===== src/rtl/gbfp_pkg.sv =====
`timescale 1ns / 1ps
// Shared types and constants for the binary GNSS frame parser.
// No dependencies.
package gbfp_pkg;

  localparam logic [7:0]  SyncFirst     = 8'hB5;
  localparam logic [7:0]  SyncSecond    = 8'h62;
  localparam logic [7:0]  ClassNav      = 8'h01;
  localparam logic [7:0]  IdLeap        = 8'h26;
  localparam logic [7:0]  ClassMon      = 8'h0A;
  localparam logic [7:0]  IdVersion     = 8'h04;
  localparam logic [15:0] LeapMinLen    = 16'd24;
  localparam logic [15:0] VersionMinLen = 16'd40;
  localparam logic [15:0] IdxSource     = 16'd8;
  localparam logic [15:0] IdxLeap       = 16'd9;
  localparam logic [15:0] IdxFlags      = 16'd23;

  typedef enum logic [3:0] {
    PH_SYNC1   = 4'd0,
    PH_SYNC2   = 4'd1,
    PH_CLASS   = 4'd2,
    PH_IDENT   = 4'd3,
    PH_LEN_LO  = 4'd4,
    PH_LEN_HI  = 4'd5,
    PH_PAYLOAD = 4'd6,
    PH_CK_A    = 4'd7,
    PH_CK_B    = 4'd8
  } phase_e;

  typedef struct packed {
    logic [7:0]        class_code;
    logic [7:0]        msg_ident;
    logic [15:0]       payload_length;
    logic              is_leap_message;
    logic              is_version_message;
    logic [7:0]        leap_source;
    logic signed [7:0] leap_seconds;
    logic              leap_seconds_valid;
  } result_t;

endpackage


===== src/rtl/gbfp_in_stage.sv =====
`timescale 1ns / 1ps
// Input register for received bytes; holds one item until the deframer takes it.
// Depends on nothing.
module gbfp_in_stage (
  input  logic       clk_i,
  input  logic       rst_ni,
  input  logic       in_valid_i,
  output logic       in_ready_o,
  input  logic [7:0] rx_byte_i,
  input  logic       take_i,
  output logic       byte_valid_o,
  output logic [7:0] byte_o
);

  logic       valid_q, valid_d;
  logic [7:0] byte_q, byte_d;

  // accept while empty or while the held item leaves this cycle
  assign in_ready_o = !valid_q || take_i;

  always_comb begin
    valid_d = valid_q;
    byte_d  = byte_q;
    if (in_ready_o) begin
      valid_d = in_valid_i;
      byte_d  = rx_byte_i;
    end
  end

  always_ff @(posedge clk_i or negedge rst_ni) begin
    if (!rst_ni) begin
      valid_q <= 1'b0;
    end else begin
      valid_q <= valid_d;
    end
  end

  always_ff @(posedge clk_i) begin
    byte_q <= byte_d;
  end

  assign byte_valid_o = valid_q;
  assign byte_o       = byte_q;

endmodule


===== src/rtl/gbfp_deframer.sv =====
`timescale 1ns / 1ps
// Byte-wise frame state machine with payload capture and leap-second store.
// Depends on gbfp_pkg.
module gbfp_deframer (
  input  logic             clk_i,
  input  logic             rst_ni,
  input  logic             step_i,
  input  logic [7:0]       byte_i,
  output logic             res_valid_o,
  output gbfp_pkg::result_t res_o
);
  import gbfp_pkg::*;

  phase_e      phase_q, phase_d;
  logic [7:0]  class_q, class_d;
  logic [7:0]  ident_q, ident_d;
  logic [15:0] length_q, length_d;
  logic [15:0] count_q, count_d;
  logic [7:0]  source_q, source_d;
  logic [7:0]  leap_q, leap_d;
  logic [7:0]  flags_q, flags_d;
  logic [7:0]  stored_leap_q, stored_leap_d;
  logic        stored_valid_q, stored_valid_d;
  logic [15:0] full_len;
  logic [15:0] count_inc;
  logic        is_leap;
  logic        is_ver;

  assign full_len  = {byte_i, length_q[7:0]};
  assign count_inc = count_q + 16'd1;
  assign is_leap   = (class_q == ClassNav) && (ident_q == IdLeap) && (length_q >= LeapMinLen);
  assign is_ver    = (class_q == ClassMon) && (ident_q == IdVersion) &&
                     (length_q >= VersionMinLen);

  always_comb begin
    phase_d        = phase_q;
    class_d        = class_q;
    ident_d        = ident_q;
    length_d       = length_q;
    count_d        = count_q;
    source_d       = source_q;
    leap_d         = leap_q;
    flags_d        = flags_q;
    stored_leap_d  = stored_leap_q;
    stored_valid_d = stored_valid_q;
    res_valid_o    = 1'b0;
    if (step_i) begin
      unique case (phase_q)
        PH_SYNC1: if (byte_i == SyncFirst) phase_d = PH_SYNC2;
        PH_SYNC2: phase_d = (byte_i == SyncSecond) ? PH_CLASS : PH_SYNC1;
        PH_CLASS: begin
          class_d = byte_i;
          phase_d = PH_IDENT;
        end
        PH_IDENT: begin
          ident_d = byte_i;
          phase_d = PH_LEN_LO;
        end
        PH_LEN_LO: begin
          length_d = {8'd0, byte_i};
          phase_d  = PH_LEN_HI;
        end
        PH_LEN_HI: begin
          length_d = full_len;
          count_d  = '0;
          phase_d  = (full_len != '0) ? PH_PAYLOAD : PH_CK_A;
        end
        PH_PAYLOAD: begin
          if (count_q == IdxSource) source_d = byte_i;
          else if (count_q == IdxLeap) leap_d = byte_i;
          else if (count_q == IdxFlags) flags_d = byte_i;
          count_d = count_inc;
          if (count_inc >= length_q) phase_d = PH_CK_A;
        end
        PH_CK_A: phase_d = PH_CK_B;
        PH_CK_B: begin
          if (is_leap) begin
            stored_leap_d  = leap_q;
            stored_valid_d = flags_q[0];
          end
          res_valid_o = 1'b1;
          phase_d     = PH_SYNC1;
        end
        default: phase_d = PH_SYNC1;
      endcase
    end
  end

  always_comb begin
    res_o.class_code         = class_q;
    res_o.msg_ident          = ident_q;
    res_o.payload_length     = length_q;
    res_o.is_leap_message    = is_leap;
    res_o.is_version_message = is_ver;
    res_o.leap_source        = is_leap ? source_q : 8'd0;
    res_o.leap_seconds       = stored_leap_d;
    res_o.leap_seconds_valid = stored_valid_d;
  end

  always_ff @(posedge clk_i or negedge rst_ni) begin
    if (!rst_ni) begin
      phase_q        <= PH_SYNC1;
      class_q        <= '0;
      ident_q        <= '0;
      length_q       <= '0;
      count_q        <= '0;
      source_q       <= '0;
      leap_q         <= '0;
      flags_q        <= '0;
      stored_leap_q  <= '0;
      stored_valid_q <= 1'b0;
    end else begin
      phase_q        <= phase_d;
      class_q        <= class_d;
      ident_q        <= ident_d;
      length_q       <= length_d;
      count_q        <= count_d;
      source_q       <= source_d;
      leap_q         <= leap_d;
      flags_q        <= flags_d;
      stored_leap_q  <= stored_leap_d;
      stored_valid_q <= stored_valid_d;
    end
  end

endmodule


===== src/rtl/gbfp_out_stage.sv =====
`timescale 1ns / 1ps
// Result register; holds a finished frame report until the consumer takes it.
// Depends on gbfp_pkg.
module gbfp_out_stage (
  input  logic              clk_i,
  input  logic              rst_ni,
  input  logic              load_i,
  input  gbfp_pkg::result_t res_i,
  output logic              free_o,
  output logic              out_valid_o,
  input  logic              out_ready_i,
  output gbfp_pkg::result_t res_o
);
  import gbfp_pkg::*;

  logic    valid_q, valid_d;
  result_t res_q, res_d;

  // slot is free when empty or drained this cycle
  assign free_o = !valid_q || out_ready_i;

  always_comb begin
    valid_d = valid_q;
    res_d   = res_q;
    if (free_o) begin
      valid_d = load_i;
      res_d   = res_i;
    end
  end

  always_ff @(posedge clk_i or negedge rst_ni) begin
    if (!rst_ni) begin
      valid_q <= 1'b0;
    end else begin
      valid_q <= valid_d;
    end
  end

  always_ff @(posedge clk_i) begin
    res_q <= res_d;
  end

  assign out_valid_o = valid_q;
  assign res_o       = res_q;

endmodule


===== src/rtl/gbfp_top_unused_guard.sv =====
`timescale 1ns / 1ps
// Advance gate: lets the held byte into the deframer when the result slot can take it.
// Depends on nothing.
module gbfp_step_gate (
  input  logic byte_valid_i,
  input  logic slot_free_i,
  output logic step_o
);

  assign step_o = byte_valid_i && slot_free_i;

endmodule


===== src/rtl/gnss_binary_frame_parser.sv =====
`timescale 1ns / 1ps
// Top level of the binary GNSS frame parser: input register, deframer, result register.
// Depends on gbfp_pkg, gbfp_in_stage, gbfp_step_gate, gbfp_deframer, gbfp_out_stage.
//
//   Port group   Direction  Handshake                 Carries
//   rx byte      in         in_valid_i / in_ready_o   rx_byte_i, one received byte
//   frame report out        out_valid_o / out_ready_i class, id, length, type flags, leap info
//
// One byte per cycle sustained while the result register can take a report: a byte
// is registered in the input register, then the deframer advances its state on it
// and, on the last checksum byte, loads the frame report into the result register.
// Reset clears the frame phase, captures and the stored leap-second values.
// A stalled report holds the held byte back; bytes keep flowing while the
// report register drains in the same cycle.
module gnss_binary_frame_parser (
  input  logic              clk_i,
  input  logic              rst_ni,
  input  logic              in_valid_i,
  output logic              in_ready_o,
  input  logic [7:0]        rx_byte_i,
  output logic              out_valid_o,
  input  logic              out_ready_i,
  output logic [7:0]        class_code_o,
  output logic [7:0]        msg_ident_o,
  output logic [15:0]       payload_length_o,
  output logic              is_leap_message_o,
  output logic              is_version_message_o,
  output logic [7:0]        leap_source_o,
  output logic signed [7:0] leap_seconds_o,
  output logic              leap_seconds_valid_o
);
  import gbfp_pkg::*;

  logic       byte_valid;
  logic [7:0] held_byte;
  logic       slot_free;
  logic       step;
  logic       res_valid;
  result_t    res_next;
  result_t    res_out;

  // hold the incoming byte until the deframer can advance on it
  gbfp_in_stage u_in (
    .clk_i       (clk_i),
    .rst_ni      (rst_ni),
    .in_valid_i  (in_valid_i),
    .in_ready_o  (in_ready_o),
    .rx_byte_i   (rx_byte_i),
    .take_i      (step),
    .byte_valid_o(byte_valid),
    .byte_o      (held_byte)
  );

  // advance only when a possible report has somewhere to go
  gbfp_step_gate u_gate (
    .byte_valid_i(byte_valid),
    .slot_free_i (slot_free),
    .step_o      (step)
  );

  gbfp_deframer u_deframer (
    .clk_i      (clk_i),
    .rst_ni     (rst_ni),
    .step_i     (step),
    .byte_i     (held_byte),
    .res_valid_o(res_valid),
    .res_o      (res_next)
  );

  gbfp_out_stage u_out (
    .clk_i      (clk_i),
    .rst_ni     (rst_ni),
    .load_i     (res_valid),
    .res_i      (res_next),
    .free_o     (slot_free),
    .out_valid_o(out_valid_o),
    .out_ready_i(out_ready_i),
    .res_o      (res_out)
  );

  assign class_code_o         = res_out.class_code;
  assign msg_ident_o          = res_out.msg_ident;
  assign payload_length_o     = res_out.payload_length;
  assign is_leap_message_o    = res_out.is_leap_message;
  assign is_version_message_o = res_out.is_version_message;
  assign leap_source_o        = res_out.leap_source;
  assign leap_seconds_o       = res_out.leap_seconds;
  assign leap_seconds_valid_o = res_out.leap_seconds_valid;

endmodule

===== config.mk =====
export PLATFORM = sky130hd
export DESIGN_NAME = gnss_binary_frame_parser
export DESIGN_NICKNAME = d
export VERILOG_FILES = /design/src/rtl/gbfp_pkg.sv /design/src/rtl/gbfp_in_stage.sv /design/src/rtl/gbfp_deframer.sv /design/src/rtl/gbfp_out_stage.sv /design/src/rtl/gbfp_top_unused_guard.sv /design/src/rtl/gnss_binary_frame_parser.sv
export SDC_FILE = /design/constraint.sdc
export NUM_CORES = 1
export LEC_CHECK = 0
export BUFFER_PORTS_ARGS = -buffer_cell sky130_fd_sc_hd__buf_4
export CAP_MARGIN = 30
export CORE_ASPECT_RATIO = 2
export CORE_MARGIN = 3
export CORE_UTILIZATION = 25
export CTS_CLUSTER_DIAMETER = 120
export DETAILED_ROUTE_END_ITERATION = 16
export HOLD_SLACK_MARGIN = 0.12
export PLACE_DENSITY = 0.39
export RECOVER_POWER = 25
export SETUP_SLACK_MARGIN = 0.1
export SLEW_MARGIN = 20
export SYNTH_ARGS = -nofsm -noshare
export SYNTH_HDL_FRONTEND = slang
export SYNTH_SLANG_ARGS = --single-unit

===== constraint.sdc =====
create_clock -name clk_i -period 2.9 [get_ports clk_i]
set_clock_uncertainty 0.15 [all_clocks]
set_input_delay 0.58 -clock clk_i [delete_from_list [all_inputs] [get_ports clk_i]]
set_output_delay 0.58 -clock clk_i [all_outputs]
set_load 0.005 [all_outputs]

==> impl_metrics.env <==
export IMPL_cts_buffers=17
export IMPL_portBuffers=64
export IMPL_dpl_worst_slack_ps=-49.58
export IMPL_ys_ff_latch=139
export IMPL_diodes=0
export IMPL_yosys_warnings=0
export IMPL_core_um2=23430
export IMPL_synth_cell_types=49
export IMPL_ioPinCount=65
export IMPL_timing_final_crit_share_pct=95.90
export IMPL_insertion_delay_ps=430
export IMPL_dr_wl_met3_um=464
export IMPL_hold_class="in2reg"
export IMPL_synth_yosys_seq_area_share_pct=62.89
export IMPL_synth_nets=472
export IMPL_grt_usage_pct=12.68
export IMPL_finalMaxSlewViolations=0
export IMPL_drt_iter0_markers=125
export IMPL_p_leak_uw=0.003498
export IMPL_die_w_um=115.6
export IMPL_drv_cap=0
export IMPL_fin_hold_ws_ps=206.2
export IMPL_fmax_ghz=0.3596
export IMPL_synthTopCellsByArea="dfrtp_1, edfxtp_1, mux2_2, ha_1, mux2_4"
export IMPL_avgViaCountPerCell=4.579
export IMPL_clock_sinks=139
export IMPL_stdcell_count=833
export IMPL_rsz0062_at_grt="yes"
export IMPL_syn_inst=441
export IMPL_crit_fanout=4
export IMPL_ant_nets=0
export IMPL_setup_tns_ps=0
export IMPL_dieArea_um2=26010
export IMPL_areaGrowthSynthToFinish_pct=28.61
export IMPL_path_class="reg2reg"
export IMPL_antenna_found_initial=0
export IMPL_netlist_area_leader_share_pct=33.36
export IMPL_grt_overflow=0
export IMPL_p_per_area_nw_per_um2=853.0
export IMPL_min_period_ps=2781
export IMPL_cts_htree_levels=4
export IMPL_hold_viol_final=0
export IMPL_dr_wl_met2_mm=9.030
export IMPL_drc=0
export IMPL_setup_viol=0
export IMPL_grt_max_degree=53
export IMPL_synth_edf_count=59
export IMPL_grt_pass1_vias=4078
export IMPL_clockRootBuffer="clkbuf_16"
export IMPL_synth_top_cell_by_area="dfrtp_1"
export IMPL_hpwl_mm=11.67
export IMPL_die_height_um=225.1
export IMPL_max_slew_worst_pin_slew_ps=1401
export IMPL_wl_per_cell_um=18.66
export IMPL_startpoint_type="register"
export IMPL_start_util_pct=25.62
export IMPL_via_count=3814
export IMPL_dp_cells=798
export IMPL_nNetsFinal=568
export IMPL_synthArstFlopShare_pct=57.55
export IMPL_critPathCaptureType="register"
export IMPL_place_gp_congestion=0.8339
export IMPL_highest_layer="met4"
export IMPL_clockBufferDepth=2
export IMPL_met1_length_mm=5.460
export IMPL_grt_pass1_wl_mm=24.05
export IMPL_avgSynthCellArea_um2=13.61
export IMPL_worstPathArrival_ps=3000
export IMPL_synth_area_um2=6001
export IMPL_cts_tree="done"
export IMPL_post_route_worst_setup_slack_ps=118.8
export IMPL_outcome="complete, no violations"
export IMPL_synth_flop_cell="dfrtp_1"
export IMPL_rows=79
export IMPL_cp_required_ps=3110
export IMPL_drive_above_1_share_pct=34.18
export IMPL_clk_pin_slew_ps=60
export IMPL_peakVddDrop_v=0.0003426
export IMPL_relSlewSlack_pct=6.591
export IMPL_drtPass1Iterations=4
export IMPL_wl_mm=15.55
==> synthesized netlist by cell type (3+ instances only) <==
master	n
dfrtp_1	80
a21oi_1	7
nor2_1	15
o21ai_0	30
and2_1	10
buf_2	3
nor3_1	11
ha_1	19
nand2b_1	3
mux2_2	28
clkbuf_1	14
nand2_1	26
or4_1	6
o31ai_1	5
xor2_1	6
edfxtp_1	59
a22o_1	9
inv_1	18
and4_1	3
mux2_4	15
xnor2_1	9
buf_6	3
nor4_1	7
nand3_1	19
nand4_1	6
==> routing by layer <==
| metal | GRT usage [%] | vias to the layer above |
|---|---|---|
| met5 | 0 | - |
| met4 | 6.823 | 0 |
| met1 | 12.69 | 1896 |
| li1 | - | 1815 |
| met2 | 23.65 | 71 |
| met3 | 2.822 | 32 |
==> state kept, by name (all words and copies together) (netlist names) <==
name	count
u_in.byte_valid_o	1
u_deframer.count_q	16
u_deframer.stored_valid_q	1
u_deframer.length_q	16
u_deframer.leap_q	8
u_in.byte_o	8
u_deframer.flags_q	1
u_deframer.source_q	8
u_deframer.class_q	8
u_out.res_o	51
u_deframer.ident_q	8
u_out.out_valid_o	1
u_deframer.phase_q	4
u_deframer.stored_leap_q	8
==> logic make-up after synthesis <==
logic type / count (synthesis) / share of synthesized area [%]
AO/OA/AOI/OAI: 63 / 6.735
AND/OR/NAND/NOR: 121 / 11.78
XOR/XNOR: 15 / 2.189
flip-flops: 139 / 62.89
adder cells (fa/ha/maj): 19 / 3.962
multiplexers: 44 / 9.174
buffers and inverters: 40 / 3.273
==> worst max-delay path: stages (launching register included) <==
cell and delay, ps:
dfrtp_1 390, nand3_2 110, or4_4 570, xnor2_1 180, ha_1 340, and4_4 230
nand2_1 60, or4_1 390, o211ai_1 110, a32o_1 180
==> cell type report <==
| cell class | count | area [um2] |
|---|---|---|
| fill | 2291 | 15710 |
| inverter | 18 | 71.32 |
| sequential | 139 | 3774 |
| multi-input combinational | 262 | 2098 |
| clock buffer | 19 | 442.9 |
| tap | 283 | 354.1 |
| timing repair buffer | 99 | 757.0 |
| clock inverter | 13 | 220.2 |
==> path summary, 6_finish.rpt <==
kind / startpoint / endpoint / slack (ps) / depth (start not counted)
max in group asynchronous: rst_ni / u_deframer.source_q[4] / 620 / 3
hold reg to reg: u_deframer.class_q[2] / u_out.res_o[45] / 320 / 0
hold / removal: rx_byte_i[5] / u_in.byte_o[5] / 210 / 1
setup / recovery: u_deframer.count_q[1] / u_deframer.phase_q[0] / 120 / 9
setup reg to reg: u_deframer.count_q[1] / u_deframer.phase_q[0] / 120 / 9
min in group asynchronous: rst_ni / u_deframer.leap_q[5] / 860 / 2
==> metrics by stage <==
step / area, um2 / power [uW] / utilization (%)
after global placement: 7007 / 4160 / 29.91
after global routing: 7717 / 6945 / 32.94
after CTS: 7712 / 6693 / 32.92
after floorplan: 6036 / 3473 / -
final: 7717 / 6583 / 32.94
after detailed placement: 7007 / 4193 / 29.91
==> repair_timing <==
item / in CTS / in global routing
endpoints found under the setup margin: 1 / 1
resized for setup: 3 / 6
hold buffers: 1 / 0
pin swaps: 1 / 0
setup buffers: 2 / 0
endpoints found under the hold margin: 22 / 0
cloned: 0 / 0
==> where the power goes <==
group          switching [uW]  internal (uW)
Combinational             705            655
Sequential                274           2490
Clock                     830           1630
Total                    1810           4770
==> cell usage in the layout (no fill, tap or decap), types with 6 or more instances in the layout <==
master and n:
a21oi_1 7, a22o_1 9, and2_1 9, buf_4 84, bufinv_16 6, clkbuf_16 17, clkbuf_4 8, dfrtp_1 80
edfxtp_1 59, ha_1 19, inv_1 17, mux2_2 28, mux2_4 15, nand2_1 24, nand3_1 17, nand4_1 6
nor2_1 14, nor3_1 9, nor4_1 6, o21ai_0 30, xnor2_1 8, xor2_1 6
(Power assumes the default switching activity.)
